**src/rtl/tam2_pkg.sv**
```systemverilog
package tam2_pkg;

    localparam int COORD_BITS = 16;
    localparam int FRAC_BITS  = 8;
    localparam int NLANE      = 4;

    localparam int EDGE_W  = COORD_BITS + 1;
    localparam int PROD_W  = 2 * EDGE_W;
    localparam int DET_W   = 2 * COORD_BITS + 3;
    localparam int FWD_W   = PROD_W + 2;
    localparam int NUM1_W  = DET_W + FRAC_BITS;
    localparam int NUM3_W  = EDGE_W + 1 + 2 * FRAC_BITS;
    localparam int NUM_W   = (NUM1_W > NUM3_W) ? NUM1_W : NUM3_W;
    localparam int REM_W   = (NUM_W > DET_W + COORD_BITS) ? NUM_W : DET_W + COORD_BITS;
    localparam int NCELL   = COORD_BITS + 1;

    localparam logic [1:0] OP_FWD = 2'd0;
    localparam logic [1:0] OP_INV = 2'd1;
    localparam logic [1:0] OP_DET = 2'd2;
    localparam logic [1:0] OP_MAT = 2'd3;

    localparam logic [COORD_BITS-1:0] COORD_MAX = {1'b0, {(COORD_BITS-1){1'b1}}};
    localparam logic [COORD_BITS-1:0] COORD_MIN = {1'b1, {(COORD_BITS-1){1'b0}}};

    typedef struct packed {
        logic [1:0]                   op;
        logic signed [COORD_BITS-1:0] v0x;
        logic signed [COORD_BITS-1:0] v0y;
        logic signed [COORD_BITS-1:0] v1x;
        logic signed [COORD_BITS-1:0] v1y;
        logic signed [COORD_BITS-1:0] v2x;
        logic signed [COORD_BITS-1:0] v2y;
        logic signed [COORD_BITS-1:0] px;
        logic signed [COORD_BITS-1:0] py;
    } tam2_in_t;

    typedef struct packed {
        logic signed [COORD_BITS-1:0] res_a;
        logic signed [COORD_BITS-1:0] res_b;
        logic signed [COORD_BITS-1:0] res_c;
        logic signed [COORD_BITS-1:0] res_d;
        logic [DET_W-1:0]             det_abs;
        logic                         singular;
        logic                         saturated;
    } tam2_out_t;

    // Partial state of the four quotient lanes as it moves down the divider cells.
    typedef struct packed {
        logic [NLANE-1:0][REM_W-1:0]      rem;
        logic [NLANE-1:0][COORD_BITS-1:0] quo;
        logic [NLANE-1:0]                 neg;
        logic [NLANE-1:0]                 ovf;
        logic [DET_W-1:0]                 dvs;
        logic [1:0]                       op;
        logic                             sing;
        logic [COORD_BITS-1:0]            fwd_a;
        logic [COORD_BITS-1:0]            fwd_b;
        logic                             fwd_sat;
    } tam2_div_t;

    // Returns {saturated, value} for a wide signed value clipped to the coordinate range.
    function automatic logic [COORD_BITS:0] clip_wide(input logic [FWD_W-1:0] v);
        logic [FWD_W-COORD_BITS:0] upper;
        logic                      fits;
        upper = v[FWD_W-1:COORD_BITS-1];
        fits  = (&upper) | (~|upper);
        if (fits) begin
            clip_wide = {1'b0, v[COORD_BITS-1:0]};
        end else begin
            clip_wide = {1'b1, v[FWD_W-1] ? COORD_MIN : COORD_MAX};
        end
    endfunction

endpackage

```
**src/rtl/tam2_post.sv**
```systemverilog
module tam2_post (
    input  logic                aclk,
    input  logic                aresetn,
    input  logic                in_valid,
    output logic                in_ready,
    input  tam2_pkg::tam2_div_t in_data,
    output logic                out_valid,
    input  logic                out_ready,
    output tam2_pkg::tam2_out_t out_data
);
    import tam2_pkg::*;

    localparam logic [COORD_BITS-1:0] NEG_LIMIT = COORD_MIN;

    logic                             v_reg;
    logic [1:0]                       op_reg;
    tam2_out_t                        res_next, res_reg;
    logic [NLANE-1:0][COORD_BITS-1:0] lane_val;
    logic [NLANE-1:0]                 lane_sat;
    logic                             div_ok;

    assign in_ready = !v_reg || out_ready;

    always_comb begin
        for (int l = 0; l < NLANE; l++) begin
            if (in_data.neg[l]) begin
                lane_sat[l] = in_data.ovf[l] || (in_data.quo[l] > NEG_LIMIT);
                lane_val[l] = lane_sat[l] ? COORD_MIN : COORD_BITS'(-in_data.quo[l]);
            end else begin
                lane_sat[l] = in_data.ovf[l] || in_data.quo[l][COORD_BITS-1];
                lane_val[l] = lane_sat[l] ? COORD_MAX : in_data.quo[l];
            end
        end

        div_ok   = !in_data.sing;
        res_next = '0;
        res_next.det_abs  = in_data.dvs;
        res_next.singular = in_data.sing;
        case (in_data.op)
            OP_FWD: begin
                res_next.res_a     = in_data.fwd_a;
                res_next.res_b     = in_data.fwd_b;
                res_next.saturated = in_data.fwd_sat;
            end
            OP_INV: begin
                if (div_ok) begin
                    res_next.res_a     = lane_val[0];
                    res_next.res_b     = lane_val[1];
                    res_next.saturated = lane_sat[0] | lane_sat[1];
                end
            end
            OP_MAT: begin
                if (div_ok) begin
                    res_next.res_a     = lane_val[0];
                    res_next.res_b     = lane_val[1];
                    res_next.res_c     = lane_val[2];
                    res_next.res_d     = lane_val[3];
                    res_next.saturated = |lane_sat;
                end
            end
            default: begin
            end
        endcase
    end

    always_ff @(posedge aclk) begin
        if (!aresetn) begin
            v_reg <= 1'b0;
        end else if (in_ready) begin
            v_reg <= in_valid;
        end
    end

    always_ff @(posedge aclk) begin
        if (in_ready) begin
            res_reg <= res_next;
            op_reg  <= in_data.op;
        end
    end

    assign out_valid = v_reg;
    assign out_data  = res_reg;

    a_sing_zero: assert property (@(posedge aclk) disable iff (!aresetn)
        v_reg && res_reg.singular && (op_reg == OP_INV || op_reg == OP_MAT)
        |-> res_reg.res_a == '0 && res_reg.res_b == '0 && res_reg.res_c == '0
            && res_reg.res_d == '0 && !res_reg.saturated)
        else $error("singular inverse result is not zero");

    a_cd_only_mat: assert property (@(posedge aclk) disable iff (!aresetn)
        v_reg && op_reg != OP_MAT |-> res_reg.res_c == '0 && res_reg.res_d == '0)
        else $error("lower inverse entries set outside the inverse matrix operation");

    a_det_op_quiet: assert property (@(posedge aclk) disable iff (!aresetn)
        v_reg && op_reg == OP_DET |-> res_reg.res_a == '0 && !res_reg.saturated)
        else $error("determinant operation produced a map result");

endmodule

```
**config.mk**
```make
export PLATFORM = sky130hd
export DESIGN_NAME = tam2_post
export DESIGN_NICKNAME = d
export VERILOG_FILES = /design/src/rtl/tam2_pkg.sv /design/src/rtl/tam2_post.sv
export SDC_FILE = /design/constraint.sdc
export NUM_CORES = 1
export LEC_CHECK = 0
export ABC_AREA = 1
export ABC_CLOCK_PERIOD_IN_PS = 4040
export BUFFER_PORTS_ARGS = -buffer_cell sky130_fd_sc_hd__buf_2
export CAP_MARGIN = 20
export CORE_AREA = 2 2 176 178
export CTS_CLUSTER_SIZE = 14
export DETAILED_ROUTE_END_ITERATION = 6
export DIE_AREA = 0 0 178 180
export GPL_TIMING_DRIVEN = 0
export PLACE_DENSITY = 0.56
export SYNTH_ARGS = -nofsm -noshare
export SYNTH_HDL_FRONTEND = slang
export SYNTH_SLANG_ARGS = --single-unit
export TNS_END_PERCENT = 100
```
**constraint.sdc**
```tcl
create_clock -name aclk -period 4.04 [get_ports aclk]
set_clock_uncertainty 0.15 [all_clocks]
set_input_delay 0.606 -clock aclk [delete_from_list [all_inputs] [get_ports aclk]]
set_output_delay 0.606 -clock aclk [all_outputs]
set_load 0.03 [all_outputs]
```
# == After elaboration in Yosys (flattened, before gate mapping) ==
# Index checks and enable logic that the tools add are counted.
# classes
eq_ne,2
add_sub_neg,4
bitwise,2
order_cmp,4
n_reduce_logical,13
n_mux,22
# op_table
op,n
$mux W16,12
$pmux W32 S3,1
$gt A16 B16 Y1 const B,4
$mux W64,1
$neg A16 Y16,4
$mux W32,1
$logic_or A1 B1 Y1,9
$mux W1,6
$reduce_or A4 Y1,1
$pmux W1 S3,1
$eq A2 B1 Y1 const B,1
$eq A2 B2 Y1 const B,1
$logic_not A2 Y1,1
$reduce_or A2 Y1,1
$logic_not A1 Y1,1
$not A1 Y1,1
$or A1 B1 Y1,1
# word_totals
elab_cells,55
inputBits,351
reg_bits,102

# == Longest topological paths before layout ==
# Gate-level depths: netlist of the first run.
# logic_depth
ltp_word,6
ltp_mapped,12
mapped_depth_nobuf,12

# == Worst setup path after synthesis of the first run ==
# No wires, ideal clock.
# synth_path
path_kind,input to output
from,input out_ready
to,output in_ready
arrival_ns,2.965
path_stages,2
slack_ns,0.319
cell_sequence,inv_1 -> nand2_1
# synth_between
elab_chain_cells,1
# synth_lines
element,line_no,rtl
"start, declared",tam2_post.sv:8,"input logic out_ready,"
$logic_or A1 B1 Y1,tam2_post.sv:22,assign in_ready = !v_reg || out_ready;
"end, declared",tam2_post.sv:5,"output logic in_ready,"
# No other way between the ends.

==> impl_metrics.yaml, run 1 <==
floorplanning:
  std_cell_rows: 64
  die_w_um: 178
  boundaryPins: 454
  die_area_um2: 32000
  start_util_pct: 20.0
  die_y_um: 180
  coreArea_um2: 30200
clocking:
  cts_sinks: 102
  cts_resized: 0
  cts_root_buffer: "clkbuf_16"
  htree_levels: 3
  cts-hold-fix-buffers: 0
  clk_latency_ns: 0.36
  cts_tree: "done"
  numCtsBuffers: 9
  clk_pin_slew_ns: 0.08
  post_cts_buffers: 0
  cts_buffer_depth: 2
cells_and_area:
  antenna_cells: 0
  final_core_util_pct: 26.9
  finalNetCount: 1325
  stdcell_count: 1371
  drive_gt1_share_pct: 33.2
  fill_cells: 3295
  fin_area_um2: 8120
  area_growth_syn_to_layout_pct: 34.8
timing:
  setup_viol: 0
  timing.fmax_mhz: 443
  slew_viol_final: 0
  tightest_slew_ns: 0.677
  final_hold_viol_count: 0
  min_period_over_period_pct: 55.9
  holdWs_ns: 0.266
  slew_headroom_pct: 54.9
  rsz0062_at_grt: "no"
  period_needed_ns: 2.26
worst_setup_path:
  r2r_slack_ns: 2.25
  max_stage_delay_ns: 0.31
  slowest_stage: "o21ai_1"
  worstPathMaxFanout: 10
  crit_buf_inv: 4
  cp_top_family: "simple AND/OR/NAND/NOR gates"
  worstPathArrival_ns: 2.25
  end_kind: "flip-flop"
  required_ns: 4.03
  critPathLaunchType: "input pin"
  crit_top_cell: "nand2_2"
  r2r-start: "out_valid"
  worstPathCellList: "buf_2, inv_1, ha_1, nand2_2, nor2_4, nand3_2, nand2_2, inv_2, nand2_4, nand2_2, buf_6, o21ai_1"
  criticalPathCategory: "input pin to flip-flop"
  cp-startpoint: "in_data[95]"
detailed_routing:
  antenna_left: 0
  drc: 0
  drt_iter0_markers: 338
  viasPerCell: 4.33
  drt-total-wl_um: 23300
  vias: 5930
  firstDrtPassIters: 5
  wire_per_inst_um: 17.0
synth:
  synth_top_area_cell: "edfxtp_1"
  syn_area_per_cell_um2: 8.50
  ys_seq_area_share_pct: 50.7
  synth-seq-cells: 102
  synth_cell_type_count: 36
  syn_inst: 709
  synth_nets: 1064
  synth_top_area_share_pct: 50.4
  ys_warn_count: 0
  synth_area_leaders: "edfxtp_1 50%, nand2_1 9.5%, nand3_1 5.9%"
  syn-cell-area_um2: 6020
hold_path:
  hp-start: "in_data[41]"
  hold_class: "input pin to flip-flop"
power_and_ir_drop:
  leakagePower_nw: 3.72
  peakVddDrop_uv: 212
  intPower_mw: 1.88
  seqPwrFrac_pct: 45.1
  total_power_mw: 2.82
  power.switching_mw: 0.943
  p_sw_share_pct: 33.4
  power_frac_comb_pct: 21.9
  p_clk_share_pct: 32.9
  power_density_nw_per_um2: 347
place:
  gp_congestion: 0.861
  placed_cell_area_um2: 7810
  hpwlAfterDp_um: 19000
  placed_cells: 1355
  portBuffers: 248
global_routing:
  grt-ovfl-total: 0
  grt_max_degree: 38
  antenna_found_initial: 1
  grt_pass1_vias: 5848
  grt_pass1_wl_um: 34500
  grt_usage_pct: 14.5
status:
  status: "finished clean"
job:
  max_cap_viol_count: 0
## per-layer routing
metal | wire, µm | part of all wire (%) | global-route usage, %
met4 | 134 | 0.57 | 2.10
met5 | 13 | 0.056 | 0
met2 | 9440 | 41 | 21.6
met3 | 3370 | 14 | 7.99
met1 | 10400 | 44 | 18.6
## cell type report
cell class | instances | area (µm²) | share of cell area, %
flip-flops and latches | 102 | 3050 | 37.6
multi-input cells | 509 | 2580 | 31.8
repair buffers | 250 | 1280 | 15.8
well taps | 396 | 495 | 6.10
inverters | 79 | 297 | 3.65
clock buffers | 9 | 225 | 2.77
plain buffers | 19 | 103 | 1.26
clock inverters | 7 | 86.3 | 1.06
## power by group through the flow
| stage | registers, mW | clock network [mW] | logic, mW |
|---|---|---|---|
| 6_report | 1.27 | 0.929 | 0.619 |
| 5_1_grt | 1.28 | 1.01 | 0.682 |
| 4_1_cts | 1.27 | 0.977 | 0.627 |
| 2_1_floorplan | 1.47 | 0 | 0.189 |
| 3_5_place_dp | 1.30 | 0 | 0.625 |
| 3_3_place_gp | 1.30 | 0 | 0.620 |
## cells in the mapped netlist
master	n
a21boi_0	1
a21o_1	2
a21oi_1	35
a21oi_2	10
a31oi_1	5
buf_1	2
buf_12	1
buf_6	2
clkbuf_1	14
dfxtp_1	1
edfxtp_1	101
ha_1	4
inv_1	77
inv_2	2
nand2_1	152
nand2_2	16
nand2_4	3
nand3_1	71
nand3_2	2
nand4_1	9
nor2_1	86
nor2_2	6
nor2_4	4
nor2_8	1
nor3_1	2
nor3b_1	1
o211ai_1	1
o21ai_0	56
o21ai_1	2
o21ai_2	9
o21bai_1	5
o22ai_1	5
o31ai_1	1
or2_2	1
xnor2_1	5
xor2_1	14
## state kept, by name (all words and copies together) (netlist names)
register	flops
out_valid	1
out_data	101
## path summary, 6_finish.rpt
| kind | end | depth (start not counted) |
|---|---|---|
| setup / recovery | out_data[75] | 12 |
| hold / removal | out_data[7] | 1 |
| setup reg to reg | out_data[99] | 3 |
| hold reg to reg | out_data[27] | 1 |
## cell families after synthesis
logic type / after synthesis / synth area share [%]
compound gates: 132 / 12.8
xor+xnor: 19 / 2.76
fa+ha+maj: 4 / 0.831
buf+inv: 98 / 6.63
flops: 102 / 50.7
simple gates: 354 / 26.3
## cells in the final DEF, fill, tap and decap left out, drive strengths merged
master,n
edfxtp,101
nand4,9
o21bai,5
xor2,14
o22ai,5
nand3,73
o211ai,1
inv,82
o21ai,67
xnor2,5
a21o,2
clkbuf,23
dfxtp,1
nor2,97
or2,1
nand2,171
o31ai,1
a21oi,45
clkinv,4
buf,255
nor3,2
a21boi,1
a31oi,5
nor3b,1
ha,4
## through the flow
stage          setup TNS (ns)  worst slack (ns)
2_1_floorplan               0             0.319
3_5_place_dp                0              1.43
5_1_grt                     0              1.60
6_report                    0              1.78
4_1_cts                     0              1.81
3_3_place_gp           -87.88             -1.43
No activity file was read; power rests on OpenSTA's default activity.
==> run 2, diff against run 1 <==
Settings changed: ABC_AREA 1 to 0, ABC_CLOCK_PERIOD_IN_PS 4040 to 2000, CORE_AREA 2 2 176 178 to 2 2 177 179, DIE_AREA 0 0 178 180 to 0 0 179 181.
Clock period 4.04 ns to 2 ns, I/O delays scaled along.
==> impl_metrics.yaml, run 2 <==
timing:
  setup_viol: 0
  slew_viol_final: 0
  min_period_over_period_pct: 99.9
  finalWorstSetupSlack_ns: 0.00193
  final_hold_viol_count: 0
  rsz0062_at_grt: "yes"
  tightest_slew_ns: 1.04
  slew_headroom_pct: 30.2
  period_needed_ns: 2.00
  timing.fmax_mhz: 500
power_and_ir_drop:
  power.switching_mw: 1.82
  leakagePower_nw: 3.40
  p_sw_share_pct: 31.5
  intPower_mw: 3.96
  power_frac_comb_pct: 22.8
  seqPwrFrac_pct: 44.8
  peakVddDrop_uv: 346
  p_clk_share_pct: 32.4
  power_density_nw_per_um2: 690
synth:
  synth-main-ff-cell: "edfxtp_1"
  ys_warn_count: 0
  ys_seq_area_share_pct: 53.8
  synth_area_leaders: "edfxtp_1 53%, a21oi_1 5.2%, nor2_1 3.9%"
  synth-edff-count: 101
  synth_top_area_share_pct: 53.4
  syn_area_per_cell_um2: 9.99
  synthTopCellsByCount: "101 x edfxtp_1, 59 x a21oi_1, 59 x nor2_1"
  ys_async_sr_fraction_pct: 0
  synth_nets: 923
  synth-seq-cells: 102
  syn_inst: 568
  synth_top_area_cell: "edfxtp_1"
  synth_most_common_cell: "edfxtp_1"
  syn-cell-area_um2: 5680
  synth_cell_type_count: 67
clocking:
  cts_root_buffer: "clkbuf_16"
  cts_buffer_depth: 2
  htree_levels: 3
  clk_latency_ns: 0.35
  numCtsBuffers: 9
  cts_sinks: 102
  clk_pin_slew_ns: 0.08
  cts_tree: "done"
cells_and_area:
  drive_gt1_share_pct: 37.2
  finalNetCount: 1221
  area_growth_syn_to_layout_pct: 47.6
  layout_common_cells: "243 x buf_2, 101 x edfxtp_1, 58 x nand2_1, 58 x a21oi_1, 55 x nor2_1"
  fill_cells: 3240
  largest_register_ffs: 101
  final_core_util_pct: 27.6
  final_common_cell: "buf_2"
worst_setup_path:
  r2r-start: "out_valid"
  worstPathMaxFanout: 3
  criticalPathCategory: "input pin to flip-flop"
  required_ns: 1.93
  critPathLaunchType: "input pin"
  worstPathCellList: "buf_8, or4_4, or4_4, nor3_4, xor2_1, a211oi_2"
  end_kind: "flip-flop"
  crit_top_cell: "or4_4"
  slowest_stage: "or4_4"
  max_stage_delay_ns: 0.58
  cp-startpoint: "in_data[120]"
  worstPathArrival_ns: 1.92
floorplanning:
  coreArea_um2: 30300
  boundaryPins: 454
  die_y_um: 181
  start_util_pct: 18.7
  std_cell_rows: 64
  die_area_um2: 32400
  die_w_um: 179
detailed_routing:
  dr_wl_met2_um: 9990
  drc: 0
  met3_length_um: 2680
  drt-total-wl_um: 24100
  wire_per_inst_um: 19.0
  antenna_left: 0
  vias: 5930
  highest_layer: "met5"
  viasPerCell: 4.67
  m1WireLength_um: 11200
  drt_iter0_markers: 389
  firstDrtPassIters: 5
status:
  status: "finished clean"
job:
  max_cap_viol_count: 0
global_routing:
  grt_usage_pct: 14.4
  grt_max_degree: 44
  grt-ovfl-total: 0
  grt_pass1_wl_um: 34900
  grt_pass1_vias: 5757
  antenna_found_initial: 9
place:
  dp_slack_ns: -0.777
  portBuffers: 245
  gp_congestion: 0.883
  hpwlAfterDp_um: 18700
hold_path:
  hold_class: "input pin to flip-flop"
  hp-start: "in_data[40]"
[run 2: logic make-up (layout without fill, tap and decap cells)]
| family | count (synthesis) | in the layout | share of synthesized area (%) |
|---|---|---|---|
| AOI/OAI and AO/OA | 196 | 196 | 22.0 |
| DFF | 102 | 102 | 53.8 |
| muxes | 2 | 2 | 0.397 |
| other | 0 | 2 | 0 |
| xor gates and xnor gates | 7 | 7 | 1.08 |
| buffers and inverters | 49 | 352 | 3.35 |
| and+or+nand+nor | 208 | 208 | 18.5 |
| adders and majority gates | 4 | 4 | 0.882 |
[run 2: what timing repair did]
item                                    CTS  global route
pin swaps                                 7            10
endpoints found under the setup margin   52            36
setup buffers                             7             1
hold buffers                             34             0
endpoints found under the hold margin    34             0
resized for setup                        27            29
[run 2: cell type report]
type	count	area [µm²]	share of cell area [%]
multi-input cells	417	2630	31.4
flip-flops and latches	102	3050	36.4
clock inverters	6	78.8	0.941
plain buffers	23	104	1.24
inverters	24	91.3	1.09
clock buffers	10	229	2.73
repair buffers	289	1690	20.2
diodes	2	5.00	0.0597
well taps	396	495	5.91
[run 2: worst paths after layout]
kind / depth (start not counted) / slack, ns / endpoint
worst max register to register: 3 / 0.15 / out_data[25]
worst max-delay path: 6 / 0.002 / out_data[68]
worst min register to register: 1 / 0.83 / out_data[82]
worst min-delay path: 1 / 0.02 / out_data[6]
[run 2: power by group through the flow]
stage / Clock (mW) / Sequential, mW / Combinational, mW
3_5_place_dp: 0 / 2.63 / 1.22
2_1_floorplan: 0 / 2.96 / 0.332
6_report: 1.87 / 2.59 / 1.32
4_1_cts: 1.98 / 2.59 / 1.30
5_1_grt: 2.05 / 2.61 / 1.42
3_3_place_gp: 0 / 2.64 / 1.20
[run 2: metrics by stage]
step | hold slack [ns] | instance area [µm²] | TNS (ns) | total power [mW] | instances
finish | 0.0177 | 8380 | 0 | 5.78 | 1269
floorplan | 0.249 | 5690 | -0.141 | 3.30 | 568
global route | 0.00126 | 8380 | -0.0229 | 6.09 | 1268
CTS | 0.00846 | 8260 | -0.00274 | 5.87 | 1266
detailed placement | 0.329 | 7460 | -29.80 | 3.85 | 1211
global placement | 0.327 | 7410 | -43.64 | 3.84 | 1209
[run 2: critical path: cells and delay by family]
kind,cells,cell delay [ns]
simple gates,3,1.24
xor+xnor,1,0.20
buf+inv,1,0.10
compound gates,1,0.09
[run 2: per-layer routing]
metal | vias to the layer above | track usage, %
met5 | - | 0
met4 | 14 | 2.15
met3 | 26 | 5.96
met2 | 288 | 21.2
met1 | 2804 | 19.9
li1 | 2798 | -
