File: src/rtl/tam2_pkg.sv
package tam2_pkg;

    localparam int COORD_BITS = 16;
    localparam int FRAC_BITS  = 8;
    localparam int NLANE      = 4;

    localparam int EDGE_W  = COORD_BITS + 1;
    localparam int PROD_W  = 2 * EDGE_W;
    localparam int DET_W   = 2 * COORD_BITS + 3;
    localparam int FWD_W   = PROD_W + 2;
    localparam int NUM1_W  = DET_W + FRAC_BITS;
    localparam int NUM3_W  = EDGE_W + 1 + 2 * FRAC_BITS;
    localparam int NUM_W   = (NUM1_W > NUM3_W) ? NUM1_W : NUM3_W;
    localparam int REM_W   = (NUM_W > DET_W + COORD_BITS) ? NUM_W : DET_W + COORD_BITS;
    localparam int NCELL   = COORD_BITS + 1;

    localparam logic [1:0] OP_FWD = 2'd0;
    localparam logic [1:0] OP_INV = 2'd1;
    localparam logic [1:0] OP_DET = 2'd2;
    localparam logic [1:0] OP_MAT = 2'd3;

    localparam logic [COORD_BITS-1:0] COORD_MAX = {1'b0, {(COORD_BITS-1){1'b1}}};
    localparam logic [COORD_BITS-1:0] COORD_MIN = {1'b1, {(COORD_BITS-1){1'b0}}};

    typedef struct packed {
        logic [1:0]                   op;
        logic signed [COORD_BITS-1:0] v0x;
        logic signed [COORD_BITS-1:0] v0y;
        logic signed [COORD_BITS-1:0] v1x;
        logic signed [COORD_BITS-1:0] v1y;
        logic signed [COORD_BITS-1:0] v2x;
        logic signed [COORD_BITS-1:0] v2y;
        logic signed [COORD_BITS-1:0] px;
        logic signed [COORD_BITS-1:0] py;
    } tam2_in_t;

    typedef struct packed {
        logic signed [COORD_BITS-1:0] res_a;
        logic signed [COORD_BITS-1:0] res_b;
        logic signed [COORD_BITS-1:0] res_c;
        logic signed [COORD_BITS-1:0] res_d;
        logic [DET_W-1:0]             det_abs;
        logic                         singular;
        logic                         saturated;
    } tam2_out_t;

    // Partial state of the four quotient lanes as it moves down the divider cells.
    typedef struct packed {
        logic [NLANE-1:0][REM_W-1:0]      rem;
        logic [NLANE-1:0][COORD_BITS-1:0] quo;
        logic [NLANE-1:0]                 neg;
        logic [NLANE-1:0]                 ovf;
        logic [DET_W-1:0]                 dvs;
        logic [1:0]                       op;
        logic                             sing;
        logic [COORD_BITS-1:0]            fwd_a;
        logic [COORD_BITS-1:0]            fwd_b;
        logic                             fwd_sat;
    } tam2_div_t;

    // Returns {saturated, value} for a wide signed value clipped to the coordinate range.
    function automatic logic [COORD_BITS:0] clip_wide(input logic [FWD_W-1:0] v);
        logic [FWD_W-COORD_BITS:0] upper;
        logic                      fits;
        upper = v[FWD_W-1:COORD_BITS-1];
        fits  = (&upper) | (~|upper);
        if (fits) begin
            clip_wide = {1'b0, v[COORD_BITS-1:0]};
        end else begin
            clip_wide = {1'b1, v[FWD_W-1] ? COORD_MIN : COORD_MAX};
        end
    endfunction

endpackage

File: src/rtl/tam2_div_cell.sv
module tam2_div_cell #(
    parameter int SHIFT = 0
) (
    input  logic                aclk,
    input  logic                aresetn,
    input  logic                in_valid,
    output logic                in_ready,
    input  tam2_pkg::tam2_div_t in_data,
    output logic                out_valid,
    input  logic                out_ready,
    output tam2_pkg::tam2_div_t out_data
);
    import tam2_pkg::*;

    // The first cell tests for a quotient beyond the coordinate range.
    localparam bit IS_TOP = (SHIFT == COORD_BITS);
    localparam int QI     = IS_TOP ? 0 : SHIFT;

    logic             v_reg;
    tam2_div_t        data_next, data_reg;
    logic [REM_W-1:0] trial;
    logic [NLANE-1:0] ge;

    assign in_ready = !v_reg || out_ready;

    always_comb begin
        trial     = REM_W'(in_data.dvs) << SHIFT;
        data_next = in_data;
        for (int l = 0; l < NLANE; l++) begin
            ge[l] = (in_data.rem[l] >= trial);
            if (ge[l]) data_next.rem[l] = in_data.rem[l] - trial;
            if (IS_TOP) begin
                data_next.ovf[l] = ge[l];
            end else begin
                data_next.quo[l][QI] = ge[l];
            end
        end
    end

    always_ff @(posedge aclk) begin
        if (!aresetn) begin
            v_reg <= 1'b0;
        end else if (in_ready) begin
            v_reg <= in_valid;
        end
    end

    always_ff @(posedge aclk) begin
        if (in_ready) data_reg <= data_next;
    end

    assign out_valid = v_reg;
    assign out_data  = data_reg;

endmodule

File: config.mk
export PLATFORM = sky130hd
export DESIGN_NAME = tam2_div_cell
export DESIGN_NICKNAME = d
export VERILOG_FILES = /design/src/rtl/tam2_pkg.sv /design/src/rtl/tam2_div_cell.sv
export SDC_FILE = /design/constraint.sdc
export NUM_CORES = 1
export LEC_CHECK = 0
export BUFFER_PORTS_ARGS = -buffer_cell sky130_fd_sc_hd__buf_4
export CAP_MARGIN = 20
export CORE_AREA = 10 10 262 264
export DETAILED_ROUTE_END_ITERATION = 10
export DIE_AREA = 0 0 272 274
export SLEW_MARGIN = 5
export SYNTH_ARGS = -nofsm -noshare
export SYNTH_HDL_FRONTEND = slang
export SYNTH_SLANG_ARGS = --single-unit
File: constraint.sdc
create_clock -name aclk -period 15.5 [get_ports aclk]
set_input_delay 3.1 -clock aclk [delete_from_list [all_inputs] [get_ports aclk]]
set_output_delay 3.1 -clock aclk [all_outputs]
set_load 0.005 [all_outputs]
# [After elaboration in Yosys (flattened, before gate mapping)]
# Index checks and enable logic that the tools add are counted.
[word_totals] output_inout_bits=349 elab_cells=31 register_bits=348 in_bits=351
[op_classes] n_lt_le_gt_ge=4 mux=4 reduce_logical=2 n_addsub=4
[op_table] cell="51-bit by 35-bit greater-or-equal comparator with 1-bit output" n=4
[op_table] cell="51-bit 2-to-1 mux" n=4
[op_table] cell="51-bit by 35-bit subtractor with 51-bit output" n=4
[op_table] cell="1-bit logical NOT" n=1
[op_table] cell="1-bit logical OR" n=1

# [Longest topological paths before layout]
# Gate-level depths: netlist of run 1.
[depth] ltp_word=2 ltp_mapped=15 ltp_nobuf=13

# [Least setup slack after synthesis of run 1]
# No wires, ideal clock.
[synth_timing] kind="input to output" start="in out_ready" end="out in_ready" path_buffers=0 arrival_time_ns=11.432 t_required_ns=12.400 slack_ns=0.968 cell_stages=1 cell_sequence="nand2b_1"
[synth_between] elab_chain_cells=1
[synth_rtl] item="from (decl)" line="tam2_div_cell.sv:10" source="input logic out_ready,"
[synth_rtl] item="1-bit logical OR" line="tam2_div_cell.sv:24" source="assign in_ready = !v_reg || out_ready;"
[synth_rtl] item="to (decl)" line="tam2_div_cell.sv:7" source="output logic in_ready,"
# Every way passes these cells.

# [Final worst setup path of run 1]
# Ends and elaborated chain as after synthesis.

==> results of run 1 <==
path summary, 6_finish.rpt:
path	slack [ps]	endpoint	cells after the start
hold reg to reg	1160	out_data[188]	1
setup reg to reg	12440	out_data[109]	3
setup / recovery	8340	in_ready	3
hold / removal	1160	out_data[188]	1
metrics by stage:
stage | hold slack, ps | setup WS [ps] | power [mW]
2_1_floorplan | 3200 | 968 | 1.62
3_3_place_gp | 1160 | 8200 | 2.05
3_5_place_dp | 1180 | 8140 | 2.06
4_1_cts | 1200 | 8290 | 3.03
5_1_grt | 1250 | 8250 | 3.14
6_report | 1160 | 8340 | 3.00
sequential cells by signal, indices dropped and copies added (netlist names):
signal,count
out_valid,1
out_data,347
cell type report:
type,instances,area [sq um],area share [%]
clock inverter,28,254,0.876
timing repair buffer,705,5310,18.3
tap,855,1070,3.69
multi-input combinational,1616,10500,36.3
inverter,92,345,1.19
sequential,348,10400,36.0
clock buffer,47,1050,3.62
antenna,3,7.51,0.0259
cell usage in the layout (no fill, tap or decap), types with 8 or more instances in the layout:
cell       count
or4_1         13
nand3_1       38
and3_1         9
nand2b_1      25
a211oi_1      20
xor2_1        89
mux2_1         9
o31ai_1        8
nor2b_1       18
clkbuf_16     41
o21bai_1      21
a31oi_1       19
inv_1         91
nor3_1        37
o21ai_1        8
or3_1         17
o21a_1        15
nor2_1       167
a21o_1        54
edfxtp_1     347
nand2_1      231
a21oi_1      205
clkinv_1      15
xnor2_1      102
o211ai_1      16
nand4_1       50
nor4_1        23
ha_1         140
o21ai_0      163
buf_4        704
cell families (layout without fill, tap and decap cells):
group / count (synthesis) / after routing
AOI/OAI and AO/OA: 598 / 598
xor gates and xnor gates: 191 / 191
adders and majority gates: 144 / 144
buffers and inverters: 178 / 872
DFF: 348 / 348
muxes: 17 / 17
other: 0 / 3
and+or+nand+nor: 666 / 666
worst max-delay path, delay by kind of cell:
kind / cells / cell delay, ps
buf+inv: 2 / 450
simple gates: 1 / 510
metal layers:
| metal | vias to the layer above | wire (microns) |
|---|---|---|
| li1 | 9293 | - |
| met1 | 9350 | 35800 |
| met2 | 753 | 44800 |
| met3 | 127 | 7590 |
| met4 | 14 | 2760 |
| met5 | - | 98 |
where the power goes:
part	internal, mW	leakage [nW]	switching (mW)
logic	0.370	7.94	0.439
registers	1.19	3.59	0.0398
clock network	0.552	0.631	0.407
==> results by group, run 1 <==
Status
  – Status: finished, final reports clean

Route
  – Routed vias: 19.5k
  – WL per Instance: 24.7 microns
  – Drt drc: 0
  – Via density: roughly 5.3
  – DRT Wirelength: between 90 and 100 mm
  – Final ANT Viol Nets: 0
  – DR pass1 iterations: 6
  – First-iteration detailed-routing DRC count: around 1.3k

Yosys
  – Flops & latches, synth: approximately 350
  – Top cell type's share of synthesized area: around half
  – Post-synth top cells: edfxtp_1 (347), nand2_1 (231), a21oi_1 (205)
  – Compound-Gate Fraction of Synth Area: 16.8%
  – Mux cell area share after synthesis: less than 1%
  – Synth Area in Simple Gates: between 10% and 20%
  – Cell Area, Synth: around 22000 sq um
  – Largest family of logic cells by synthesized area: compound AO/OA/AOI/OAI gates
  – Adder-cell share of the synthesized area: ~8.5%
  – Synth area leaders: edfxtp_1 (48%), ha_1 (8.1%), a21oi_1 (4.7%)
  – Avg Cell Area, Syn: between 10 and 15 sq um
  – Synth cell types: 79
  – Post-synth top area cell: edfxtp_1
  – Synth warnings: 0
  – Post-Synthesis Cells: between 2k and 2.5k
  – Register area share after synthesis: about half
  – Top FF cell, synth: edfxtp_1
  – Number of flops mapped to enable cells by yosys: about 350
  – Top-count cell post-synth: edfxtp_1
  – Ys async rst share: 0%
  – Post-Synth XOR/XNOR Area: between 7 and 8%
  – Mapped Nets: ~2.6k

Hold path
  – Worst Hold Class: reg2reg
  – Hold Startpoint: out_valid

STA
  – Slew margin rel.: between 20% and 30%
  – Final setup vio count: 0
  – Worst slew pin tran: between 1000 and 1500 ps
  – Highest Clock Rate: 140 MHz
  – Fin crit share: 46.2%
  – Final Skew: 17.4 ps
  – Fin crit period: a little over 7000 ps
  – Final Slew Violations: 0
  – Setup TNS Final: 0 ps
  – RSZ-0062 raised after global routing: no
  – Final hold violation count: 0

CTS
  – Clock transition at the registers of the reported paths: 50 ps
  – Post-cts gate resize count: 0
  – Root Buffer: clkbuf_16
  – # Post-CTS Setup Buffers: 0
  – Deepest level of the CTS H-tree: 2
  – CTS tree: built
  – Worst-skew pair later-pin latency: just under 600 ps
  – CTS Hold Bufs: 0
  – Max clock buf depth: 3
  – CTS Buf Count: 41
  – Clock sinks: 348

Critical path
  – Crit path cell chain: buf_4 -> nand2b_4 -> buf_4
  – Crit path launch type: input port
  – Critical path capture point type: output port
  – Crit path required time: approximately 12000 ps
  – Crit path top cell by count: buf_4
  – Crit-path slowest cell: nand2b_4
  – WS Path Type: in2out
  – CP arrival: roughly 4100 ps
  – CP startpoint: out_ready
  – Worst-path maximum fanout: 56
  – Slowest cell delay on critical path: between 500 and 600 ps
  – Reg-to-reg startpoint: out_valid

Cells and area
  – Final core occ: 45.6%
  – Post-Layout Cell Count: about 3.7k
  – Nets: roughly 3.3k
  – Area Growth Syn to Fin: 34.0%
  – Fillers: 6068
  – Layout cells sized above 1: between 20% and 30%
  – Finished Cell Area: 29000 sq um

Floorplan
  – Initial Util: about 34%
  – # IOs: 700
  – Die height: around 270 microns
  – FP Rows: 93
  – Total core area: between 60000 and 70000 sq um
  – Die X: about 270 microns
  – DIE AREA: ~75000 sq um

Placed design
  – Area after DPL: around 28000 sq um
  – Port Buf Inserts: slightly below 700
  – Placed insts: approximately 3.6k
  – Final GP Congestion: a little over 0.9
  – HPWL after DPL: ~73 mm

Global routing
  – Global Route met1 Usage: between 20% and 30%
  – Grt total ovfl: 0
  – Vias in the first global route: a little under 20k
  – Initial antenna violation count: 10
  – Global-route met3 utilization: approximately 6.4%
  – Largest net degree at the start of global routing: 167
  – First-pass GRT wire length: 129 mm
  – Met2 Use GR: ~40%
  – GRT busiest layer: met2
  – Total track usage: roughly 23%

Power and ir drop
  – Static Leak: 12.2 nW
  – Max VDD drop: between 70 and 80 uV
  – Power Dens Cells: approximately 100 nW/um^2

Job
  – Max-cap violation count: 0
Power figures use the tool's default switching activity.
==> run 2: changes to the inputs <==
--- a/config.mk
+++ b/config.mk
@@ -7,9 +7,9 @@
 export LEC_CHECK = 0
 export BUFFER_PORTS_ARGS = -buffer_cell sky130_fd_sc_hd__buf_4
 export CAP_MARGIN = 20
-export CORE_AREA = 10 10 262 264
+export CORE_AREA = 10 10 268 270
 export DETAILED_ROUTE_END_ITERATION = 10
-export DIE_AREA = 0 0 272 274
+export DIE_AREA = 0 0 278 280
 export SLEW_MARGIN = 5
 export SYNTH_ARGS = -nofsm -noshare
 export SYNTH_HDL_FRONTEND = slang
==> constraint.sdc (replaced) <==
create_clock -name aclk -period 5.98 [get_ports aclk]
set_input_delay 1.196 -clock aclk [delete_from_list [all_inputs] [get_ports aclk]]
set_output_delay 1.196 -clock aclk [all_outputs]
set_load 0.005 [all_outputs]
==> run 2 against run 1 <==
Routed wire length rose by 4.0%. Critical path depth up 10. Global-route usage about the same. Clock power up 150%. Final cell count rose by 1.4%. Sequential power rose to 2.6 times the previous value. Worst setup slack lost 6900 ps. Via count up 0.63%. Power increased to 2.6 times the previous value. Critical endpoint is now out_data[267]. Largest cell class unchanged.
==> results by group, run 2 (same netlist as run 1, synthesis figures left out) <==
Critical path
  – Crit path required time: 6300 ps (-6100 ps)
  – Worst flop-to-flop path endpoint: out_data[151]
  – Worst R2R Path Depth: 2 (-1)
  – Reg-to-reg startpoint: out_valid
  – WS Path Type: in2reg
  – CP startpoint: in_data[37]
  – Critical path capture point type: flop
  – R2R setup slack: 4040 ps (-8400 ps)
  – Crit path launch type: input port
  – CP arrival: 4850 ps (+790 ps)
  – Worst-path maximum fanout: 14 (-75%)

Cells and area
  – Max reg flops: 347 (unchanged)
  – Area Growth Syn to Fin: 35.3%
  – Nets: 3338 (+1.2%)
  – Final core occ: 44.0% (-1.6 points)
  – Commonest non-fill, non-tap cell in the layout: buf_4
  – Post-Layout Cell Count: 3747 (+1.4%)
  – Layout cells sized above 1: 29.0% (+1.0 points)
  – Most frequent cells in the layout: buf_4 (739), edfxtp_1 (347), nand2_1 (231)
  – Fillers: 6469 (+6.6%)

Power and ir drop
  – Int Power: 5.42 mW (+160%)
  – Static Leak: 12.3 nW (+1.3%)
  – Logic pwr share: 27.5% (+0.5 points)
  – Clock Power Share: 31.1% (-0.9 points)
  – Power, Total: 7.71 mW (+160%)
  – Reg power frac: 41.4% (+0.4 points)
  – Power Dens Cells: 263 nW/um^2 (+150%)
  – Fraction of power spent switching nets: 29.7% (+0.18 points)
  – Max VDD drop: 196 uV (+150%)
  – P_sw: 2.29 mW (+160%)

Placed design
  – HPWL after DPL: 78.0 mm (+6.9%)
  – Pre-CTS setup slack: 772 ps (-7370 ps)
  – Port Buf Inserts: 695 (unchanged)
  – Placed insts: 3670 (+1.5%)
  – Final GP Congestion: 0.898 (-1.0%)

CTS
  – Post-cts gate resize count: 0 (unchanged)
  – Clock transition at the registers of the reported paths: 60 ps (about the same)
  – CTS Buf Count: 43 (+4.9%)
  – Deepest level of the CTS H-tree: 2 (unchanged)
  – Root Buffer: clkbuf_16
  – Max clock buf depth: 3 (unchanged)
  – CTS tree: built
  – Clock sinks: 348 (unchanged)
  – CTS Hold Bufs: 0 (unchanged)
  – Worst-skew pair later-pin latency: 580 ps (about the same)
  – # Post-CTS Setup Buffers: 0 (unchanged)

Floorplan
  – Die height: 280 microns (+2.2%)
  – Total core area: 66600 sq um (+4.6%)
  – DIE AREA: 77800 sq um (+4.4%)
  – Initial Util: 32.5% (-1.5 points)
  – Die X: 278 microns (+2.2%)
  – FP Rows: 95 (+2.2%)
  – # IOs: 700 (unchanged)

STA
  – Fin crit period: 4530 ps
  – Highest Clock Rate: around 220 MHz
  – Final Slew Violations: 0 (unchanged)
  – RSZ-0062 raised after global routing: no
  – Fin crit share: 75.7%
  – Final Skew: 13.9 ps (-3.53 ps)
  – Worst slew pin tran: 971 ps (-143 ps)
  – Slew margin rel.: 35.3% (+9.5 points)
  – Final hold violation count: 0 (unchanged)
  – Setup TNS Final: 0 ps (unchanged)
  – Final WS setup: 1450 ps (-6890 ps)
  – Final setup vio count: 0 (unchanged)

Route
  – Top layer in use: met5
  – First-iteration detailed-routing DRC count: 1299 (-1.7%)
  – Final ANT Viol Nets: 0 (unchanged)
  – DR pass1 iterations: 5 (-1)
  – Met1 Wirelength: 37.3 mm (+4.2%)
  – Detail Route met2 WL: 48.7 mm (+8.7%)
  – DR WL met3: 6.76 mm (-11%)
  – Routed vias: 19.7k (+0.63%)
  – Via density: 5.25 (-0.79%)
  – Drt drc: 0 (unchanged)
  – WL per Instance: 25.3 microns (+2.5%)
  – DRT Wirelength: 94.8 mm (+4.0%)

Job
  – Max-cap violation count: 0 (unchanged)

Global routing
  – Vias in the first global route: 19.9k (+3.3%)
  – Total track usage: 23.0% (about the same)
  – First-pass GRT wire length: 135 mm (+4.6%)
  – Largest net degree at the start of global routing: 143 (-14%)
  – Initial antenna violation count: 10 (unchanged)
  – Grt total ovfl: 0 (unchanged)

Hold path
  – Worst hold path stage count: 1 (unchanged)
  – Worst Hold Class: in2reg
  – Hold path endpoint: out_data[73]
  – Hold Startpoint: in_data[73]

Status
  – Status: finished, final reports clean
-- run 2: worst max path at each step --
stage | endpoint | slack, ps | cells after the start
floorplan | in_ready | 1170 | 1
global placement | out_data[190] | 790 | 13
detailed placement | out_data[190] | 770 | 13
CTS | out_data[190] | 1370 | 13
global route | out_data[267] | 1260 | 13
finish | out_data[267] | 1450 | 13
-- run 2: power groups by stage --
stage               combinational [mW]  clock [mW]  sequential (mW)
floorplan                        0.913           0             3.26
global placement                  2.13           0             3.23
detailed placement                2.13           0             3.24
CTS                               2.14        2.47             3.20
global route                      2.31        2.56             3.22
finish                            2.12        2.40             3.19
-- run 2: layout make-up --
type	instances	area, sq um	share of cell area, %
multi-input cells	1616	10500	36.0
flip-flops and latches	348	10400	35.7
repair buffers	742	5600	19.1
clock buffers	51	1110	3.78
well taps	873	1090	3.73
inverters	92	345	1.18
clock inverters	23	151	0.517
diodes	2	5.00	0.0171
-- run 2: layer usage --
metal,vias to the layer above,global-route usage [%]
met5,-,0
met4,14,4.96
met3,90,6.09
met2,711,42.1
met1,9476,26.5
li1,9369,-
-- run 2: critical path, cell delays in order --
cell	delay [ps]
buf_4	110
inv_1	220
buf_4	330
ha_1	290
nor2b_1	150
o211ai_1	220
a31oi_1	220
o21ai_0	640
a211oi_1	240
nor2_2	440
inv_2	240
buf_4	250
mux2_2	280
-- run 2: per-stage QoR --
step	hold WS [ps]	cell area [sq um]
after detailed placement	936	28000
after global routing	768	29300
after floorplan	1290	21600
after global placement	925	28000
final	793	29300
after CTS	757	29300
==> run 3: changes to the inputs <==
--- a/config.mk
+++ b/config.mk
@@ -7,9 +7,9 @@
 export LEC_CHECK = 0
 export BUFFER_PORTS_ARGS = -buffer_cell sky130_fd_sc_hd__buf_4
 export CAP_MARGIN = 20
-export CORE_AREA = 10 10 268 270
+export CORE_AREA = 10 10 262 264
 export DETAILED_ROUTE_END_ITERATION = 10
-export DIE_AREA = 0 0 278 280
+export DIE_AREA = 0 0 272 274
 export SLEW_MARGIN = 5
 export SYNTH_ARGS = -nofsm -noshare
 export SYNTH_HDL_FRONTEND = slang
==> constraint.sdc (replaced) <==
create_clock -name aclk -period 4.5 [get_ports aclk]
set_input_delay 0.9 -clock aclk [delete_from_list [all_inputs] [get_ports aclk]]
set_output_delay 0.9 -clock aclk [all_outputs]
set_load 0.005 [all_outputs]
==> run 3 against run 2 <==
Clock skew increased by 2.7 ps. Via count barely moved. Power is 33% higher. Register-to-register slack lost 1500 ps. Count of clock-buffer cells in the layout increased by 2. Clock power is 32% higher. Final cell count is 1.0% higher. Hold slack worse by 300 ps. Core utilization grew 2.7 points. Flip-flop and latch count stayed put. Worst setup slack got worse by 870 ps. Critical endpoint is now out_data[297].
==> results by group, run 3 (same netlist as run 1, synthesis figures left out) <==
Cells and area
  – Layout cells sized above 1: 30.1% (+1.1 points)
  – Commonest non-fill, non-tap cell in the layout: buf_4
  – Area Growth Syn to Fin: 37.2%
  – Most frequent cells in the layout: buf_4 (786), edfxtp_1 (347), nand2_1 (231)
  – Max reg flops: 347 (unchanged)
  – Fillers: 6037 (-6.7%)
  – Flip-flop and latch area: 10400 sq um (unchanged)
  – Area of the multi-input gates: 10500 sq um (about the same)
  – Nets: 3387 (+1.5%)

Critical path
  – R2R setup slack: 2500 ps (-1540 ps)
  – Worst flop-to-flop path endpoint: out_data[197]
  – Reg-to-reg startpoint: out_valid
  – Crit path capture: out_data[297]
  – Worst-path maximum fanout: 37 (+23)
  – WS Path Type: in2reg
  – CP startpoint: in_data[58]
  – CP arrival: 4250 ps (-600 ps)
  – Critical path capture point type: flop
  – Crit path required time: 4840 ps (-1460 ps)
  – Worst R2R Path Depth: 2 (unchanged)
  – Crit path launch type: input port

Status
  – Status: finished, final reports clean

CTS
  – Deepest level of the CTS H-tree: 2 (unchanged)
  – Max clock buf depth: 3 (unchanged)
  – Worst-skew pair later-pin latency: 580 ps (about the same)
  – CTS tree: built
  – Root Buffer: clkbuf_16
  – CTS Buf Count: 41 (-4.7%)
  – # Post-CTS Setup Buffers: 0 (unchanged)
  – CTS Hold Bufs: 0 (unchanged)
  – Clock sinks: 348 (unchanged)
  – Post-cts gate resize count: 0 (unchanged)
  – Clock transition at the registers of the reported paths: 60 ps (about the same)

STA
  – Worst slew pin tran: 899 ps (-71.6 ps)
  – Fin crit period: 3910 ps
  – RSZ-0062 raised after global routing: no
  – Final hold violation count: 0 (unchanged)
  – Fin crit share: approximately 87%
  – Final WS setup: 585 ps (-869 ps)
  – Highest Clock Rate: ~260 MHz
  – Hold WS: 494 ps (-299 ps)
  – Slew margin rel.: 40.1% (+4.8 points)
  – Final setup vio count: 0 (unchanged)
  – Final Skew: 16.6 ps (+2.75 ps)
  – Final Slew Violations: 0 (unchanged)
  – Setup TNS Final: 0 ps (unchanged)

Global routing
  – Vias in the first global route: 19.7k (-1.0%)
  – Largest net degree at the start of global routing: 141 (-1.4%)
  – Grt total ovfl: 0 (unchanged)
  – Total track usage: 23.4% (+0.38 points)
  – Initial antenna violation count: 9 (-1)
  – First-pass GRT wire length: 131 mm (-3.1%)

Hold path
  – Worst Hold Class: in2reg

Floorplan
  – Total core area: 63600 sq um (-4.4%)
  – Initial Util: 34.0% (+1.5 points)
  – Die X: 272 microns (-2.2%)
  – FP Rows: 93 (-2.1%)
  – Die height: 274 microns (-2.1%)
  – DIE AREA: 74500 sq um (-4.3%)
  – # IOs: 700 (unchanged)

Route
  – Drt drc: 0 (unchanged)
  – DRT Wirelength: 92.2 mm (-2.7%)
  – Routed vias: 19.7k (+0.076%)
  – First-iteration detailed-routing DRC count: 1280 (-1.5%)
  – Via density: 5.20 (-0.93%)
  – WL per Instance: 24.4 microns (-3.7%)
  – DR pass1 iterations: 5 (unchanged)
  – Final ANT Viol Nets: 0 (unchanged)

Power and ir drop
  – Static Leak: 12.6 nW (+2.1%)
  – Power Dens Cells: 346 nW/um^2 (+31%)
  – Max VDD drop: 233 uV (+19%)

Job
  – Max-cap violation count: 0 (unchanged)

Placed design
  – Pre-CTS setup slack: -34.4 ps (-806 ps)
  – Port Buf Inserts: 695 (unchanged)
  – HPWL after DPL: 75.9 mm (-2.8%)
  – Final GP Congestion: 0.908 (+1.2%)
-- run 3: per-stage QoR --
| step | power [mW] | util, % | instance area (sq um) | instances |
|---|---|---|---|---|
| after floorplan | 5.55 | - | 21600 | 2142 |
| after global placement | 7.17 | 44.7 | 28400 | 3704 |
| after detailed placement | 7.18 | 44.7 | 28400 | 3704 |
| after CTS | 10.4 | 46.6 | 29700 | 3777 |
| after global routing | 10.8 | 46.6 | 29700 | 3784 |
| final | 10.3 | 46.7 | 29700 | 3785 |
-- run 3: area by class of cell --
cell class,instances,share of cell area [%]
multi-input cells,1616,35.5
repair buffers,793,20.3
clock buffers,53,3.61
clock inverters,20,0.603
flip-flops and latches,348,35.2
inverters,92,1.16
well taps,855,3.60
diodes,8,0.0674
-- run 3: worst min-delay path by stage --
stage	startpoint	endpoint	cells past startpoint
finish	in_data[11]	out_data[11]	1
global placement	out_valid	out_data[83]	1
CTS	in_data[71]	out_data[71]	1
detailed placement	out_valid	out_data[77]	1
global route	in_data[105]	out_data[105]	1
floorplan	in_data[0]	out_data[0]	0
-- run 3: per-layer routing --
metal	routed length (microns)	part of all wire, %	track usage, %	up-vias
li1	-	-	-	9476
met1	37100	40	28.2	9374
met2	45200	49	39.7	714
met3	6850	7.4	5.98	107
met4	3080	3.3	8.85	4
met5	29	0.031	0	-
-- run 3: where the power goes --
part | internal (mW) | switching (mW)
clock | 1.76 | 1.40
combinational | 1.34 | 1.52
sequential | 4.09 | 0.157
total | 7.19 | 3.08
-- run 3: worst max-delay path, stage by stage --
cell and delay (ps):
buf_4 110, inv_1 370, ha_1 380, a21oi_1 280, o21ai_0 240, a211o_1 280
nor3_1 140, or4b_4 170, a21oi_2 80, nor3_4 670, buf_12 260, mux2_2 350
